**config.mk**
```make
export PLATFORM = sky130hd
export DESIGN_NAME = line_rasterizer_unit
export DESIGN_NICKNAME = d
export VERILOG_FILES = /design/src/sv/lr_pkg.sv /design/src/sv/line_rasterizer_unit.sv /design/src/sv/lr_front.sv /design/src/sv/lr_queue.sv /design/src/sv/lr_back.sv
export SDC_FILE = /design/constraint.sdc
export NUM_CORES = 1
export LEC_CHECK = 0
export BUFFER_PORTS_ARGS = -buffer_cell sky130_fd_sc_hd__buf_4
export CORE_ASPECT_RATIO = 0.7
export CORE_UTILIZATION = 41
export DETAILED_ROUTE_END_ITERATION = 7
export SYNTH_ARGS = -nofsm -noshare
export SYNTH_HDL_FRONTEND = slang
export SYNTH_HIERARCHICAL = 1
export SYNTH_SLANG_ARGS = --single-unit
```
**constraint.sdc**
```tcl
create_clock -name aclk -period 8.5 [get_ports aclk]
set_input_delay 1.7 -clock aclk [delete_from_list [all_inputs] [get_ports aclk]]
set_output_delay 1.7 -clock aclk [all_outputs]
set_load 0.02 [all_outputs]
```
**src/sv/lr_pkg.sv**
```systemverilog
// Shared constants and types of the line rasteriser.
package lr_pkg;

    localparam int COORD_WIDTH_DEF = 14;
    localparam int QUEUE_DEPTH_DEF = 2;
    localparam int SIZE_W          = 13;
    localparam int CFG_INDEX_W     = 1;

    localparam logic [SIZE_W-1:0] FRAME_WIDTH_RST  = 13'd640;
    localparam logic [SIZE_W-1:0] FRAME_HEIGHT_RST = 13'd480;

    // register indexes
    localparam logic [CFG_INDEX_W-1:0] REG_FRAME_WIDTH  = 1'd0;
    localparam logic [CFG_INDEX_W-1:0] REG_FRAME_HEIGHT = 1'd1;

    // item kinds
    localparam logic KIND_LOAD = 1'b0;
    localparam logic KIND_STEP = 1'b1;

    typedef struct packed {
        logic [SIZE_W-1:0] width;
        logic [SIZE_W-1:0] height;
    } frame_cfg_t;

endpackage

```
**src/sv/line_rasterizer_unit.sv**
```systemverilog
// Top level of the Bresenham line rasteriser with frame clipping.
//
//  channel | direction | handshake            | payload
//  --------+-----------+----------------------+-----------------------------------------
//  s_      | in        | s_tvalid / s_tready  | tuser: kind; tdata: start_x, start_y,
//          |           |                      |        end_x, end_y (lowest bits first)
//  m_      | out       | m_tvalid / m_tready  | tdata: pixel_x, pixel_y; tuser: inside_res;
//          |           |                      | tlast: last_pixel
//  cfg_    | in        | cfg_valid/cfg_ready  | cfg_index, cfg_data (frame width / height)
//
// One transaction per clock in steady state while m_ is not stalled: each step
// is a single add-compare update of the error term in the back end, so a pixel
// leaves every cycle. An accepted step is written into the queue at its
// accepting edge; its pixel enters the output register when the back end pops
// it, and m_ shows it from there. Reset (aresetn low, synchronous) empties the queue,
// drops any line in progress and restores the 640 x 480 frame size.
// A stalled m_ side stops the back end only; the front end keeps taking
// transactions until the queue fills. Load transactions and steps with no line
// active drain through the back end even while the output register is full.
module line_rasterizer_unit import lr_pkg::*; #(
    parameter int COORD_WIDTH = COORD_WIDTH_DEF,
    parameter int QUEUE_DEPTH = QUEUE_DEPTH_DEF
) (
    input  logic                                   aclk,
    input  logic                                   aresetn,
    // input stream
    input  logic                                   s_tvalid,
    output logic                                   s_tready,
    input  logic [((4*COORD_WIDTH+7)/8)*8-1:0]     s_tdata,   // start_x, start_y, end_x, end_y
    input  logic                                   s_tuser,   // kind
    // result stream
    output logic                                   m_tvalid,
    input  logic                                   m_tready,
    output logic [((2*COORD_WIDTH+7)/8)*8-1:0]     m_tdata,   // pixel_x, pixel_y
    output logic                                   m_tuser,   // inside_res
    output logic                                   m_tlast,   // last_pixel
    // configuration writes
    input  logic                                   cfg_valid,
    output logic                                   cfg_ready,
    input  logic [CFG_INDEX_W-1:0]                 cfg_index,
    input  logic [SIZE_W-1:0]                      cfg_data
);

    localparam int CW      = COORD_WIDTH;
    localparam int ENTRY_W = 7 * COORD_WIDTH + 6;
    localparam int MDATA_W = ((2*COORD_WIDTH+7)/8)*8;

    frame_cfg_t          frame_cfg_reg, frame_cfg_next;
    logic [ENTRY_W-1:0]  push_entry, pop_entry;
    logic                q_valid, q_ready;
    logic [CW-1:0]       px, py;

    // configuration register file; writes are always taken
    assign cfg_ready = 1'b1;

    always_comb begin
        frame_cfg_next = frame_cfg_reg;
        if (cfg_valid) begin
            case (cfg_index)
                REG_FRAME_WIDTH:  frame_cfg_next.width  = cfg_data;
                REG_FRAME_HEIGHT: frame_cfg_next.height = cfg_data;
                default:          frame_cfg_next = frame_cfg_reg;
            endcase
        end
    end

    always_ff @(posedge aclk) begin
        if (!aresetn) begin
            frame_cfg_reg.width  <= FRAME_WIDTH_RST;
            frame_cfg_reg.height <= FRAME_HEIGHT_RST;
        end else begin
            frame_cfg_reg <= frame_cfg_next;
        end
    end

    // front end: setup arithmetic for loads, straight into the queue
    lr_front #(
        .COORD_WIDTH (COORD_WIDTH)
    ) u_front (
        .kind    (s_tuser),
        .start_x (s_tdata[CW-1:0]),
        .start_y (s_tdata[2*CW-1:CW]),
        .end_x   (s_tdata[3*CW-1:2*CW]),
        .end_y   (s_tdata[4*CW-1:3*CW]),
        .entry   (push_entry)
    );

    lr_queue #(
        .DATA_W (ENTRY_W),
        .DEPTH  (QUEUE_DEPTH)
    ) u_queue (
        .aclk       (aclk),
        .aresetn    (aresetn),
        .push_valid (s_tvalid),
        .push_ready (s_tready),
        .push_data  (push_entry),
        .pop_valid  (q_valid),
        .pop_ready  (q_ready),
        .pop_data   (pop_entry)
    );

    // back end: stepping engine plus output register
    lr_back #(
        .COORD_WIDTH (COORD_WIDTH)
    ) u_back (
        .aclk       (aclk),
        .aresetn    (aresetn),
        .frame_cfg  (frame_cfg_reg),
        .q_valid    (q_valid),
        .q_ready    (q_ready),
        .q_data     (pop_entry),
        .out_valid  (m_tvalid),
        .out_ready  (m_tready),
        .out_x      (px),
        .out_y      (py),
        .out_inside (m_tuser),
        .out_last   (m_tlast)
    );

    assign m_tdata = MDATA_W'({py, px});

endmodule

```
**src/sv/lr_front.sv**
```systemverilog
// Front end: takes transactions, works out deltas, signs and start error.
module lr_front import lr_pkg::*; #(
    parameter int COORD_WIDTH = COORD_WIDTH_DEF
) (
    input  logic                     kind,
    input  logic [COORD_WIDTH-1:0]   start_x,
    input  logic [COORD_WIDTH-1:0]   start_y,
    input  logic [COORD_WIDTH-1:0]   end_x,
    input  logic [COORD_WIDTH-1:0]   end_y,
    output logic [7*COORD_WIDTH+5:0] entry
);

    localparam int CW    = COORD_WIDTH;
    localparam int ERR_W = COORD_WIDTH + 3;

    logic signed [CW:0]    diff_x;
    logic signed [CW:0]    diff_y;
    logic                  col_neg;
    logic                  row_neg;
    logic [CW-1:0]         delta_col;
    logic [CW-1:0]         delta_row;
    logic signed [ERR_W-1:0] err_init;

    always_comb begin
        diff_x    = (CW+1)'($signed(end_x)) - (CW+1)'($signed(start_x));
        diff_y    = (CW+1)'($signed(end_y)) - (CW+1)'($signed(start_y));
        col_neg   = !($signed(start_x) < $signed(end_x));
        row_neg   = !($signed(start_y) < $signed(end_y));
        delta_col = col_neg ? CW'(-diff_x) : CW'(diff_x);
        delta_row = row_neg ? CW'(-diff_y) : CW'(diff_y);
        err_init  = $signed(ERR_W'(delta_col)) - $signed(ERR_W'(delta_row));
    end

    // step items use only the kind; the rest is ignored downstream
    assign entry = {err_init, delta_row, delta_col, row_neg, col_neg,
                    end_y, end_x, start_y, start_x, kind};

endmodule

```
**src/sv/lr_queue.sv**
```systemverilog
// Small register FIFO between front and back end.
module lr_queue import lr_pkg::*; #(
    parameter int DATA_W = 8,
    parameter int DEPTH  = QUEUE_DEPTH_DEF
) (
    input  logic              aclk,
    input  logic              aresetn,
    input  logic              push_valid,
    output logic              push_ready,
    input  logic [DATA_W-1:0] push_data,
    output logic              pop_valid,
    input  logic              pop_ready,
    output logic [DATA_W-1:0] pop_data
);

    localparam int PTR_W = (DEPTH > 1) ? $clog2(DEPTH) : 1;
    localparam int CNT_W = $clog2(DEPTH + 1);

    logic [DATA_W-1:0] slot_reg [DEPTH];
    logic [PTR_W-1:0]  wr_ptr_reg, wr_ptr_next;
    logic [PTR_W-1:0]  rd_ptr_reg, rd_ptr_next;
    logic [CNT_W-1:0]  count_reg, count_next;
    logic              do_push, do_pop;

    assign push_ready = (count_reg != CNT_W'(DEPTH));
    assign pop_valid  = (count_reg != '0);
    assign pop_data   = slot_reg[rd_ptr_reg];
    assign do_push    = push_valid && push_ready;
    assign do_pop     = pop_valid && pop_ready;

    always_comb begin
        wr_ptr_next = wr_ptr_reg;
        rd_ptr_next = rd_ptr_reg;
        count_next  = count_reg;
        if (do_push) begin
            wr_ptr_next = (wr_ptr_reg == PTR_W'(DEPTH - 1)) ? '0 : wr_ptr_reg + 1'b1;
        end
        if (do_pop) begin
            rd_ptr_next = (rd_ptr_reg == PTR_W'(DEPTH - 1)) ? '0 : rd_ptr_reg + 1'b1;
        end
        if (do_push && !do_pop) begin
            count_next = count_reg + 1'b1;
        end else if (do_pop && !do_push) begin
            count_next = count_reg - 1'b1;
        end
    end

    always_ff @(posedge aclk) begin
        if (!aresetn) begin
            wr_ptr_reg <= '0;
            rd_ptr_reg <= '0;
            count_reg  <= '0;
        end else begin
            wr_ptr_reg <= wr_ptr_next;
            rd_ptr_reg <= rd_ptr_next;
            count_reg  <= count_next;
        end
    end

    always_ff @(posedge aclk) begin
        if (do_push) begin
            slot_reg[wr_ptr_reg] <= push_data;
        end
    end

endmodule

```
**src/sv/lr_back.sv**
```systemverilog
// Back end: line state, Bresenham step, clipping and the output register.
module lr_back import lr_pkg::*; #(
    parameter int COORD_WIDTH = COORD_WIDTH_DEF
) (
    input  logic                     aclk,
    input  logic                     aresetn,
    input  frame_cfg_t               frame_cfg,
    input  logic                     q_valid,
    output logic                     q_ready,
    input  logic [7*COORD_WIDTH+5:0] q_data,
    output logic                     out_valid,
    input  logic                     out_ready,
    output logic [COORD_WIDTH-1:0]   out_x,
    output logic [COORD_WIDTH-1:0]   out_y,
    output logic                     out_inside,
    output logic                     out_last
);

    localparam int CW    = COORD_WIDTH;
    localparam int ERR_W = COORD_WIDTH + 3;
    localparam int CMP_W = ((CW > SIZE_W) ? CW : SIZE_W) + 1;

    // unpacked queue entry
    logic                    e_kind;
    logic [CW-1:0]           e_sx, e_sy, e_ex, e_ey;
    logic                    e_cneg, e_rneg;
    logic [CW-1:0]           e_dc, e_dr;
    logic signed [ERR_W-1:0] e_err;

    assign {e_err, e_dr, e_dc, e_rneg, e_cneg, e_ey, e_ex, e_sy, e_sx, e_kind} = q_data;

    logic [CW-1:0]           cur_col_reg, cur_col_next;
    logic [CW-1:0]           cur_row_reg, cur_row_next;
    logic [CW-1:0]           goal_col_reg, goal_col_next;
    logic [CW-1:0]           goal_row_reg, goal_row_next;
    logic                    col_neg_reg, col_neg_next;
    logic                    row_neg_reg, row_neg_next;
    logic [CW-1:0]           delta_col_reg, delta_col_next;
    logic [CW-1:0]           delta_row_reg, delta_row_next;
    logic signed [ERR_W-1:0] err_reg, err_next;
    logic                    busy_reg, busy_next;

    logic                    valid_reg, valid_next;
    logic [CW-1:0]           x_reg, x_next, y_reg, y_next;
    logic                    inside_reg, inside_next, last_reg, last_next;

    logic                    out_free, pop, emit, at_goal, in_frame;
    logic                    col_move, row_move;
    logic signed [ERR_W-1:0] e2, dc_ext, dr_ext;

    assign out_free = !valid_reg || out_ready;
    // loads and idle steps never need the output slot
    assign q_ready  = (e_kind == KIND_LOAD) || !busy_reg || out_free;
    assign pop      = q_valid && q_ready;
    assign emit     = pop && (e_kind == KIND_STEP) && busy_reg;

    assign at_goal  = (cur_col_reg == goal_col_reg) && (cur_row_reg == goal_row_reg);
    assign in_frame = !cur_col_reg[CW-1] && !cur_row_reg[CW-1] &&
                      (CMP_W'(cur_col_reg) < CMP_W'(frame_cfg.width)) &&
                      (CMP_W'(cur_row_reg) < CMP_W'(frame_cfg.height));

    assign dc_ext   = $signed(ERR_W'(delta_col_reg));
    assign dr_ext   = $signed(ERR_W'(delta_row_reg));
    assign e2       = err_reg <<< 1;
    assign col_move = (e2 >= -dr_ext);
    assign row_move = (e2 <= dc_ext);

    always_comb begin
        cur_col_next   = cur_col_reg;
        cur_row_next   = cur_row_reg;
        goal_col_next  = goal_col_reg;
        goal_row_next  = goal_row_reg;
        col_neg_next   = col_neg_reg;
        row_neg_next   = row_neg_reg;
        delta_col_next = delta_col_reg;
        delta_row_next = delta_row_reg;
        err_next       = err_reg;
        busy_next      = busy_reg;

        if (pop && (e_kind == KIND_LOAD)) begin
            cur_col_next   = e_sx;
            cur_row_next   = e_sy;
            goal_col_next  = e_ex;
            goal_row_next  = e_ey;
            col_neg_next   = e_cneg;
            row_neg_next   = e_rneg;
            delta_col_next = e_dc;
            delta_row_next = e_dr;
            err_next       = e_err;
            busy_next      = 1'b1;
        end else if (emit) begin
            if (at_goal) begin
                busy_next = 1'b0;
            end else begin
                err_next = err_reg - (col_move ? dr_ext : '0) + (row_move ? dc_ext : '0);
                if (col_move) begin
                    cur_col_next = cur_col_reg + (col_neg_reg ? '1 : CW'(1));
                end
                if (row_move) begin
                    cur_row_next = cur_row_reg + (row_neg_reg ? '1 : CW'(1));
                end
            end
        end
    end

    always_comb begin
        valid_next  = emit ? 1'b1 : (out_ready ? 1'b0 : valid_reg);
        x_next      = emit ? cur_col_reg : x_reg;
        y_next      = emit ? cur_row_reg : y_reg;
        inside_next = emit ? in_frame : inside_reg;
        last_next   = emit ? at_goal : last_reg;
    end

    always_ff @(posedge aclk) begin
        if (!aresetn) begin
            busy_reg  <= 1'b0;
            valid_reg <= 1'b0;
        end else begin
            busy_reg  <= busy_next;
            valid_reg <= valid_next;
        end
    end

    always_ff @(posedge aclk) begin
        cur_col_reg   <= cur_col_next;
        cur_row_reg   <= cur_row_next;
        goal_col_reg  <= goal_col_next;
        goal_row_reg  <= goal_row_next;
        col_neg_reg   <= col_neg_next;
        row_neg_reg   <= row_neg_next;
        delta_col_reg <= delta_col_next;
        delta_row_reg <= delta_row_next;
        err_reg       <= err_next;
        x_reg         <= x_next;
        y_reg         <= y_next;
        inside_reg    <= inside_next;
        last_reg      <= last_next;
    end

    assign out_valid  = valid_reg;
    assign out_x      = x_reg;
    assign out_y      = y_reg;
    assign out_inside = inside_reg;
    assign out_last   = last_reg;

endmodule

```
---- Word-level counts from Yosys, hierarchy flattened ----
Memories as Yosys holds them, arrays and structs flattened. A register that Yosys moved wholly into a read port is not among the register bits.
Index checks and enable logic that the tools add are counted.
word-level totals
  ROM bits ................................ 0
  input bits .............................. 76
  memory bits (writable) .................. 208
  memories kept ........................... 1
  bits in latches ......................... 0
  register bits ........................... 165
cells by class
  reductions and logical operators ........ 35
  multiply operators ...................... 0
  magnitude comparators ................... 6
  div/mod/pow operators ................... 0
  bitwise logic cells ..................... 2
  equality and inequality tests ........... 4
  shift-type cells ........................ 0
  add/sub/neg operators ................... 14
  muxes and demuxes ....................... 30
memory list
  name              depth  bits a word  read ports  clocked after Yosys merged registers in  wr ports  line            RTL
  u_queue.slot_reg  2      104          1           1                                        1         lr_queue.sv:19  logic [DATA_W-1:0] slot_reg [DEPTH];
operator list
  operator             count
  $mux 14              14
  $mux 17              3
  $add 14x14->14       2
  $eq 14x14->1         2
  $lt 14x13->1         2
  $lt 14x14->1         2
  $neg 14->14          2
  $sub 14x14->14       2
  $add 17x17->17       1
  $ge 17x17->1         1
  $le 17x15->1         1
  $neg 14->17          1
  $sub 17x17->17       1
  $sub 14x14->15       1
  $reduce_bool 2->1    7
  $logic_and 1x1->1    11
  $mux 1               11
  $logic_not 1->1      8
  $reduce_and 2->1     4
  $reduce_and 3->1     2
  $mux 2               2
  $ne 2x2->1 const B   2
  $logic_or 1x1->1     3
  $add 1x1->1 const B  2
  3 further kinds      4

---- Logic depth before layout (Yosys ltp) ----
Gate-level depths: netlist of run 1.
  depth in word-level cells ............... 8
  depth in mapped cells ................... 25
  gate-level depth less buffers ........... 23

---- Modules after synthesis ----
Netlist of run 1, hierarchy kept.
by module, submodules not included
  module                area each (µm²)  instances  cells an instance  seq. area each (µm²)
  lr_back               8,946.1          1          850                4,003.8
  lr_queue              7,998.9          1          348                6,346.1
  lr_front              3,155.5          1          445                0.0
  line_rasterizer_unit  1,084.8          1          115                520.5

---- Worst setup path before layout of run 1 ----
Ideal clock, no wire load.
  path type ............................... in2reg
  from .................................... in s_tdata[42]
  to ...................................... mem u_queue/slot_reg[0][102] (netlist bit) (data pin)
  stages .................................. 25
  path slack .............................. 2.275 ns
  arrival time ............................ 5.973 ns
  required time ........................... 8.248 ns
  path buffers ............................ 2
  cells stage by stage .................... inv_1 > ha_1 > inv_1 > fa_1 > a21o_1 > a221o_1 > a211o_1 > o21ba_1 > buf_6 > inv_2 > nor2_1 > a21oi_1 > inv_1 > fa_1 > nor2b_1 > o21ai_0 > a21boi_0 > o21ai_0 > a21boi_0 > o31a_1 > o22ai_1 > o211ai_2 > nand3_1 > a211o_1 > buf_4
on the way
  word-level cells in the longest chain between the ends .. 4
ends and longest elaborated chain
  item                       line                        RTL
  start: declaration         line_rasterizer_unit.sv:29  input logic [((4*COORD_WIDTH+7)/8)*8-1:0] s_tdata,
  $sub 14x14->14             lr_front.sv:26              diff_y = (CW+1)'($signed(end_y)) - (CW+1)'($signed(start_y));
  $neg 14->14                lr_front.sv:30              delta_row = row_neg ? CW'(-diff_y) : CW'(diff_y);
  $mux 14 *                  lr_front.sv:30
  named net push_entry[74]   line_rasterizer_unit.sv:49  logic [ENTRY_W-1:0] push_entry, pop_entry;
  $sub 14x14->15 *           lr_front.sv:31              err_init = $signed(ERR_W'(delta_col)) - $signed(ERR_W'(delta_row));
  named net push_entry[101]  line_rasterizer_unit.sv:49
  end: declaration           lr_queue.sv:19
The timed path passes the listed nets; every way through them passes the cells marked *.

---- Worst setup path in the final report of run 1 ----
Ends and elaborated chain as after synthesis.

==> results of run 1 <==
-- critical path: cells and delay by family --
kind | cells | cell delay [ps]
adder cells (fa/ha/maj) | 3 | 1060
AO/OA/AOI/OAI | 13 | 2990
AND/OR/NAND/NOR | 3 | 280
buffers and inverters | 5 | 530
-- path summary, 6_finish.rpt --
kind,start,end,slack [ps],depth (start not counted)
min reg2reg,frame_cfg_reg[25]$_SDFFE_PN0P_,frame_cfg_reg[25]$_SDFFE_PN0P_,460,2
min,frame_cfg_reg[25]$_SDFFE_PN0P_,frame_cfg_reg[25]$_SDFFE_PN0P_,460,2
max,s_tdata[42],u_queue/slot_reg[0][102]$_DFFE_PP_,2250,24
max reg2reg,u_back/delta_row_reg[3]$_DFFE_PP_,u_back/err_reg[9]$_DFFE_PP_,2310,21
-- layout make-up --
cell class	instances	area (um^2)
fillers	4640	27400
flip-flops and latches	371	10800
inverters	163	616
multi-input cells	1117	8940
clock buffers	52	1070
diodes	2	5.00
clock inverters	18	205
well taps	674	843
repair buffers	117	878
-- routing by layer --
metal | global-route usage (%) | vias to the layer above | part of all wire (%)
li1 | - | 6388 | -
met1 | 32.1 | 6419 | 53
met2 | 26.4 | 430 | 39
met3 | 4.06 | 48 | 7.5
met4 | 3.03 | 0 | 1.1
met5 | 0 | - | 0
-- stage by stage --
| stage | hold slack (ps) | cells | cell area, um^2 | setup slack (ps) | utilization (%) |
|---|---|---|---|---|---|
| after global routing | 477 | 2512 | 23400 | 1680 | 46.0 |
| after global placement | 447 | 2442 | 22100 | 1850 | 43.5 |
| final | 458 | 2514 | 23400 | 2250 | 46.0 |
| after detailed placement | 450 | 2442 | 22100 | 1760 | 43.5 |
| after floorplan | 435 | 1757 | 21100 | 2290 | - |
| after CTS | 462 | 2512 | 23400 | 2270 | 46.0 |
-- power by group through the flow --
stage                     Sequential, mW  Clock, mW  Combinational (mW)
after CTS                           3.16       1.76                4.70
after global routing                3.20       1.83                5.28
after floorplan                     3.03          0                3.60
after detailed placement            3.19          0                4.66
after global placement              3.18          0                4.58
final                               3.16       1.72                4.72
==> run summary, run 1 <==
The root cell of the clock tree is sky130_fd_sc_hd__clkbuf_16. Across the VDD grid, the largest voltage drop is 194 uV. The flip-flop count of the largest register, all copies and words added is 206, and the total setup violations reported at the end of the flow is 0.

For the required time of the worst setup path, the log shows 8770 ps. The run gives 0 as the residual antenna-violating net count after detailed routing. The most repeated library cell on the critical path was sky130_fd_sc_hd__inv_1.

For the register share of total power, the log shows 32.9%. Gates resized during post-CTS repair numbered 0. The max-capacitance violation count was 0; the pin count of the biggest net entering global routing was 71. Static timing analysis puts the maximum clock frequency at 160 MHz.

The area growth from synthesis to layout is 10.7%. The die is 273 um wide. In the synthesized netlist, the number of instances is 1,754. The share of layout cells above drive strength 1 was 16.8%; the post-DP HPWL was 37,700 um.

The total area inside the core boundary comes to 50,800 um^2. In this run the power spent charging and discharging nets is 3.82 mW. The worst hold path belongs to the class flip-flop to flip-flop. The peak per-stage delay on the critical path came out at 470 ps. The smallest clock period supported by the final layout is computed as 6250 ps. The floorplan has 69 rows.

The die covers 52,400 um^2. Data arrival time of the critical path: 6520 ps. The tools report the number of post-CTS setup repair buffers as 0.

Across every metal layer, demand over resource in global routing totals 19.7%. The part of the total power dissipated in the clock network was 17.9%; the total global routing overflow was 0. The run gives 540 ps as the clock latency of the later-clocked register in the worst-skew pair.

Initial antenna violation count: 3. For this design, the slowest cell found on the critical path is sky130_fd_sc_hd__fa_1. Of all nets on the critical path, the largest fanout is 9. The final hold violation count was 0; the average cell area after synthesis was 12.0 um^2. The clock passes through at most 3 buffers.

The logs give 2,041 for the number of nets at the end of the flow and 1,206 for the number of DRC markers in iteration 0. The first global-routing pass estimated 77,800 um of wire. Buffers inserted during clock tree synthesis total 39. Once the floorplan was initialized, standard cells occupied 41.6% of the core.

The run gives 0 as the quantity of hold-fixing buffers added after cts. In the layout the commonest cells are 338 x sky130_fd_sc_hd__edfxtp_1, 160 x sky130_fd_sc_hd__inv_1, 137 x sky130_fd_sc_hd__ha_1, 117 x sky130_fd_sc_hd__buf_4, 113 x sky130_fd_sc_hd__nand2_1. In the final routed layout, each cell accounts on average for 20.4 um.

Routability-driven placement finished with a final weighted congestion of 0.871. After detailed routing, the total wire length is 51,200 um. The tools report the internal power component as 5.78 mW. The run finished with clean final reports. Clock-pin slew was measured on the worst setup and hold paths at 60 ps. The number of global-route vias before repair was 12,900. Traced cell by cell, the critical path runs through buf_4, inv_1, ha_1, inv_1, fa_1, a21o_1, a221o_1, a211o_1, o21ba_1, inv_2, nor2_1, a21oi_1, inv_1, fa_1, nor2b_1, o21ai_0, a21boi_0, o21ai_0, a21boi_0, o31a_1, o22ai_1, o211ai_2, nand3_1, a211o_1. The sum of internal, switching and leakage power was 9.59 mW.

After detailed routing, the number of vias per cell comes to 5.28. Dividing total power by cell area gives a power density of 411 nW/um^2. In the routed design, unresolved DRC markers number 0. The tools report the normalized max-slew margin as 32.3%. Adding up every negative setup slack in the final design gives 0 ps.

The final route contains 13,300 vias. Across the routed clock network, the largest skew measured is 17.2 ps. Yosys printed 6 warnings.

The worst setup path is captured at a flip-flop. Per report_power, the combinational group accounts for 49.2% of the total. The pin slew with the least headroom to its limit works out to 1010 ps.

The combined area of all synthesized cells was 21,100 um^2. The logs give 2 for the deepest level of the CTS H-tree and 9.25 nW for the static leakage. Final max-slew violation count: 0.

The final critical path takes up 73.5% of the cycle. The category of the critical setup timing path is input pin to flip-flop. Setup repair after global routing left no endpoint under its margin. The tools report the kind of launch point of the worst setup path as an input pin. The logs give 5 for the detailed-routing iteration count for the pre-antenna-repair pass and 371 for the total clock sinks. The die outline height was 192 um; the count of input and output buffers was 107. In this run switching power makes up 39.8% of total power. The library cell used most frequently in the layout, excluding fill and tap cells, is sky130_fd_sc_hd__edfxtp_1. TritonCTS built the clock tree. For the boundary pin count, the log shows 113.
(Power assumes the default switching activity.)
==> run 2, diff against run 1 <==
==> constraint.sdc (replaced) <==
create_clock -name aclk -period 5.8 [get_ports aclk]
set_input_delay 1.16 -clock aclk [delete_from_list [all_inputs] [get_ports aclk]]
set_output_delay 1.16 -clock aclk [all_outputs]
set_load 0.02 [all_outputs]
==> run 2 against run 1 <==
  * Power grew 50%
  * Routed wire length grew 0.77%
  * Critical endpoint is now u_back/err_reg[14]$_DFFE_PP_
  * Combinational power grew 54%
  * Die area is the same
  * Cell count grew 1.8%
  * Critical path type is now flip-flop to flip-flop
  * Sequential share of layout area shrank 0.70 points
  * Clock-buffer cell count grew 2
  * Via count grew 2.4%
  * Largest power group unchanged
  * Utilization grew 0.70 points
==> run summary, run 2 (synthesis results as in run 1) <==
The run finished with clean final reports. The logs give 2,487 (+1.8%) for the cell total after placement and 0.903 (+3.6%) for the global placer's final weighted congestion. The number of global-route vias before repair is 12,900 (-0.0078%).

STA classifies the critical path endpoint as a flip-flop. The run gives 28.8% (-3.5 points) as the normalized max-slew margin. The run gives 0 (unchanged) as the number of cells upsized or downsized after cts.

The tools report the largest buffer count on any clock path as 3 (unchanged). The worst setup slack after layout is 321 ps (-1930 ps), and the fraction of the cycle the final worst path needs is 94.5%. The overall via count from detail_route is 13,600 (+2.4%). The tools report the total wirelength of the detailed-routed design as 51,600 um (+0.77%). Setup repair after global routing left no endpoint under its margin. The deepest level of the CTS H-tree is 2 (unchanged), and the final hold violation count is 0 (unchanged).

The clock transition at the registers of the reported paths is 70 ps (about the same). The final core utilization is 46.7% (+0.70 points). The total clock sinks came out at 371 (unchanged). The total CTS buffers is 39 (unchanged). The logs give 77,500 um (-0.46%) for the first-pass GRT wire length and 0 (unchanged) for the total setup violations reported at the end of the flow. The total negative slack for setup checks was 0 ps (unchanged).

The maximum fanout along the worst path was 10 (+1); the signed area change from the synthesized netlist to the final layout was 12.4%. The worst setup path is launched from a flip-flop. The number of vias per cell was 5.32 (+0.61%).

Area enclosed by the die boundary: 52,400 um^2 (unchanged). Final max-slew violation count: 0 (unchanged). The met2 track demand over resource in global routing was 26.2% (-0.26 points).

The tools report the pin count of the biggest net entering global routing as 48 (-32%). The root cell of the clock tree is sky130_fd_sc_hd__clkbuf_16. The static leakage is 9.48 nW (+2.4%), and the initial core utilization is 41.6% (unchanged). The library cells used most frequently in the layout, excluding fill and tap cells, are 338 x sky130_fd_sc_hd__edfxtp_1, 162 x sky130_fd_sc_hd__buf_4, 160 x sky130_fd_sc_hd__inv_1, 137 x sky130_fd_sc_hd__ha_1, 113 x sky130_fd_sc_hd__nand2_1.

Die outline height: 192 um (unchanged). For the final instance count without filler cells, the log shows 2,560 (+1.8%). The routed length per placed instance is 20.2 um (-1.0%), and the maximum clock frequency is 183 MHz. The run gives 5 (unchanged) as the detailed-routing iteration count for the pre-antenna-repair pass. The logs give 113 (unchanged) for the boundary pin count and 0 (unchanged) for the max-capacitance violation count. The logs give 0 (unchanged) for the post-detailed-route DRC marker count and 31.9% (-0.18 points) for the met1 routing resource usage after global routing.

The logs give 19.6% (-0.031 points) for the total global-route track usage and 4.18% (+0.11 points) for the global routing met3 resource utilization. Die extent in x: 273 um (unchanged). TritonCTS built the clock tree. The clock period could shrink to 5480 ps. The multi-input logic area came out at 8980 um^2 (+0.36%). The clock tree skew after final layout is 16.3 ps (-0.925 ps), and the number of DRC markers in iteration 0 is 1,119 (-7.2%). For the data arrival time of the critical path, the log shows 5740 ps (-780 ps). Initial antenna violation count: 2 (-1). The library cell used most frequently in the layout, excluding fill and tap cells, is sky130_fd_sc_hd__edfxtp_1. The category of the critical setup timing path is flip-flop to flip-flop.

The tools report the register area as 10,800 um^2 (unchanged). The quantity of hold-fixing buffers added after cts came out at 0 (unchanged). Sum of internal, switching and leakage power: 14.4 mW (+50%).

The setup slack after placement is -34.5 ps (-1790 ps), and the flip-flop count of the largest register, all copies and words added is 206 (unchanged). In this run the worst hold path is classified as flip-flop to flip-flop. For the clock latency of the later-clocked register in the worst-skew pair, the log shows 550 ps (about the same). The total global routing overflow was 0 (unchanged); the required time of the worst setup path was 6060 ps (-2710 ps). The pin slew with the least headroom to its limit is 1060 ps (+43.2 ps), and the count of input and output buffers is 107 (unchanged).

The run gives 0 (unchanged) as the number of post-CTS setup repair buffers. The number of nets at the end of the flow was 2,086 (+2.2%); the placeable core region was 50,800 um^2 (unchanged). The share of layout cells above drive strength 1 was 19.3% (+2.5 points). Most utilized layer in the global route result: met1.

The post-DP HPWL is 39,000 um (+3.4%). The logs give 0 (unchanged) for the residual antenna-violating net count after detailed routing and 69 (unchanged) for the total number of placement rows. The tools report the number of fill cells as 4,560 (-1.7%). Largest vdd supply drop: 298 uV (+54%).

Total power density per cell area: 606 nW/um^2 (+48%).
run 2: changes by cell type in the layout (fill, tap and decap cells not counted), moves of 2 or more:
cell and delta:
sky130_fd_sc_hd__clkinv_1 -5, sky130_fd_sc_hd__clkinvlp_4 +4, sky130_fd_sc_hd__clkinv_4 -2, sky130_fd_sc_hd__buf_4 +45, sky130_fd_sc_hd__clkbuf_1 +2
run 2: critical path: stages, from the launching register on:
cell and delay (ps):
sky130_fd_sc_hd__edfxtp_1 370, sky130_fd_sc_hd__or3_1 430, sky130_fd_sc_hd__nor3_2 260, sky130_fd_sc_hd__nand2b_1 140, sky130_fd_sc_hd__nand2b_4 180, sky130_fd_sc_hd__nor3_2 130
sky130_fd_sc_hd__xor2_1 160, sky130_fd_sc_hd__ha_1 250, sky130_fd_sc_hd__and3_1 190, sky130_fd_sc_hd__a2111oi_2 350, sky130_fd_sc_hd__nor2_1 100, sky130_fd_sc_hd__or2_4 300
sky130_fd_sc_hd__and2_1 200, sky130_fd_sc_hd__fa_1 560, sky130_fd_sc_hd__inv_1 60, sky130_fd_sc_hd__ha_1 400, sky130_fd_sc_hd__nand3_1 100, sky130_fd_sc_hd__o211ai_1 260
sky130_fd_sc_hd__o41ai_2 100, sky130_fd_sc_hd__buf_4 170, sky130_fd_sc_hd__o221ai_1 250, sky130_fd_sc_hd__xnor2_1 150, sky130_fd_sc_hd__a21oi_1 90
run 2: worst paths after layout:
path                                     start  depth (start not counted)                        endpoint  slack, ps
min             frame_cfg_reg[12]$_SDFFE_PN0P_                          2  frame_cfg_reg[12]$_SDFFE_PN0P_        460
max          u_back/delta_row_reg[4]$_DFFE_PP_                         22    u_back/err_reg[14]$_DFFE_PP_        320
min reg2reg     frame_cfg_reg[12]$_SDFFE_PN0P_                          2  frame_cfg_reg[12]$_SDFFE_PN0P_        460
max reg2reg  u_back/delta_row_reg[4]$_DFFE_PP_                         22    u_back/err_reg[14]$_DFFE_PP_        320
run 2: stage by stage:
step           cell area (um^2)  hold WS [ps]
2_1_floorplan             21100           435
4_1_cts                   23700           465
6_report                  23700           461
5_1_grt                   23700           477
3_5_place_dp              22400           450
3_3_place_gp              22400           448
run 2: metal layers:
metal	vias to the layer above	routed length, um
met5	-	0
met4	0	720
met3	51	3950
met2	431	20000
met1	6656	27000
li1	6472	-
run 2: where the power goes:
part           switching, mW  internal, mW
logic                   4.12          3.16
registers              0.532          4.09
clock network           1.05          1.44
run 2: area by class of cell:
class                      count  share of cell area, %
clock inverter                16                  0.770
sequential                   371                   45.6
clock buffer                  54                   4.53
timing repair buffer         162                   5.12
tap                          674                   3.55
inverter                     163                   2.59
multi-input combinational   1117                   37.8
antenna                        3                 0.0316
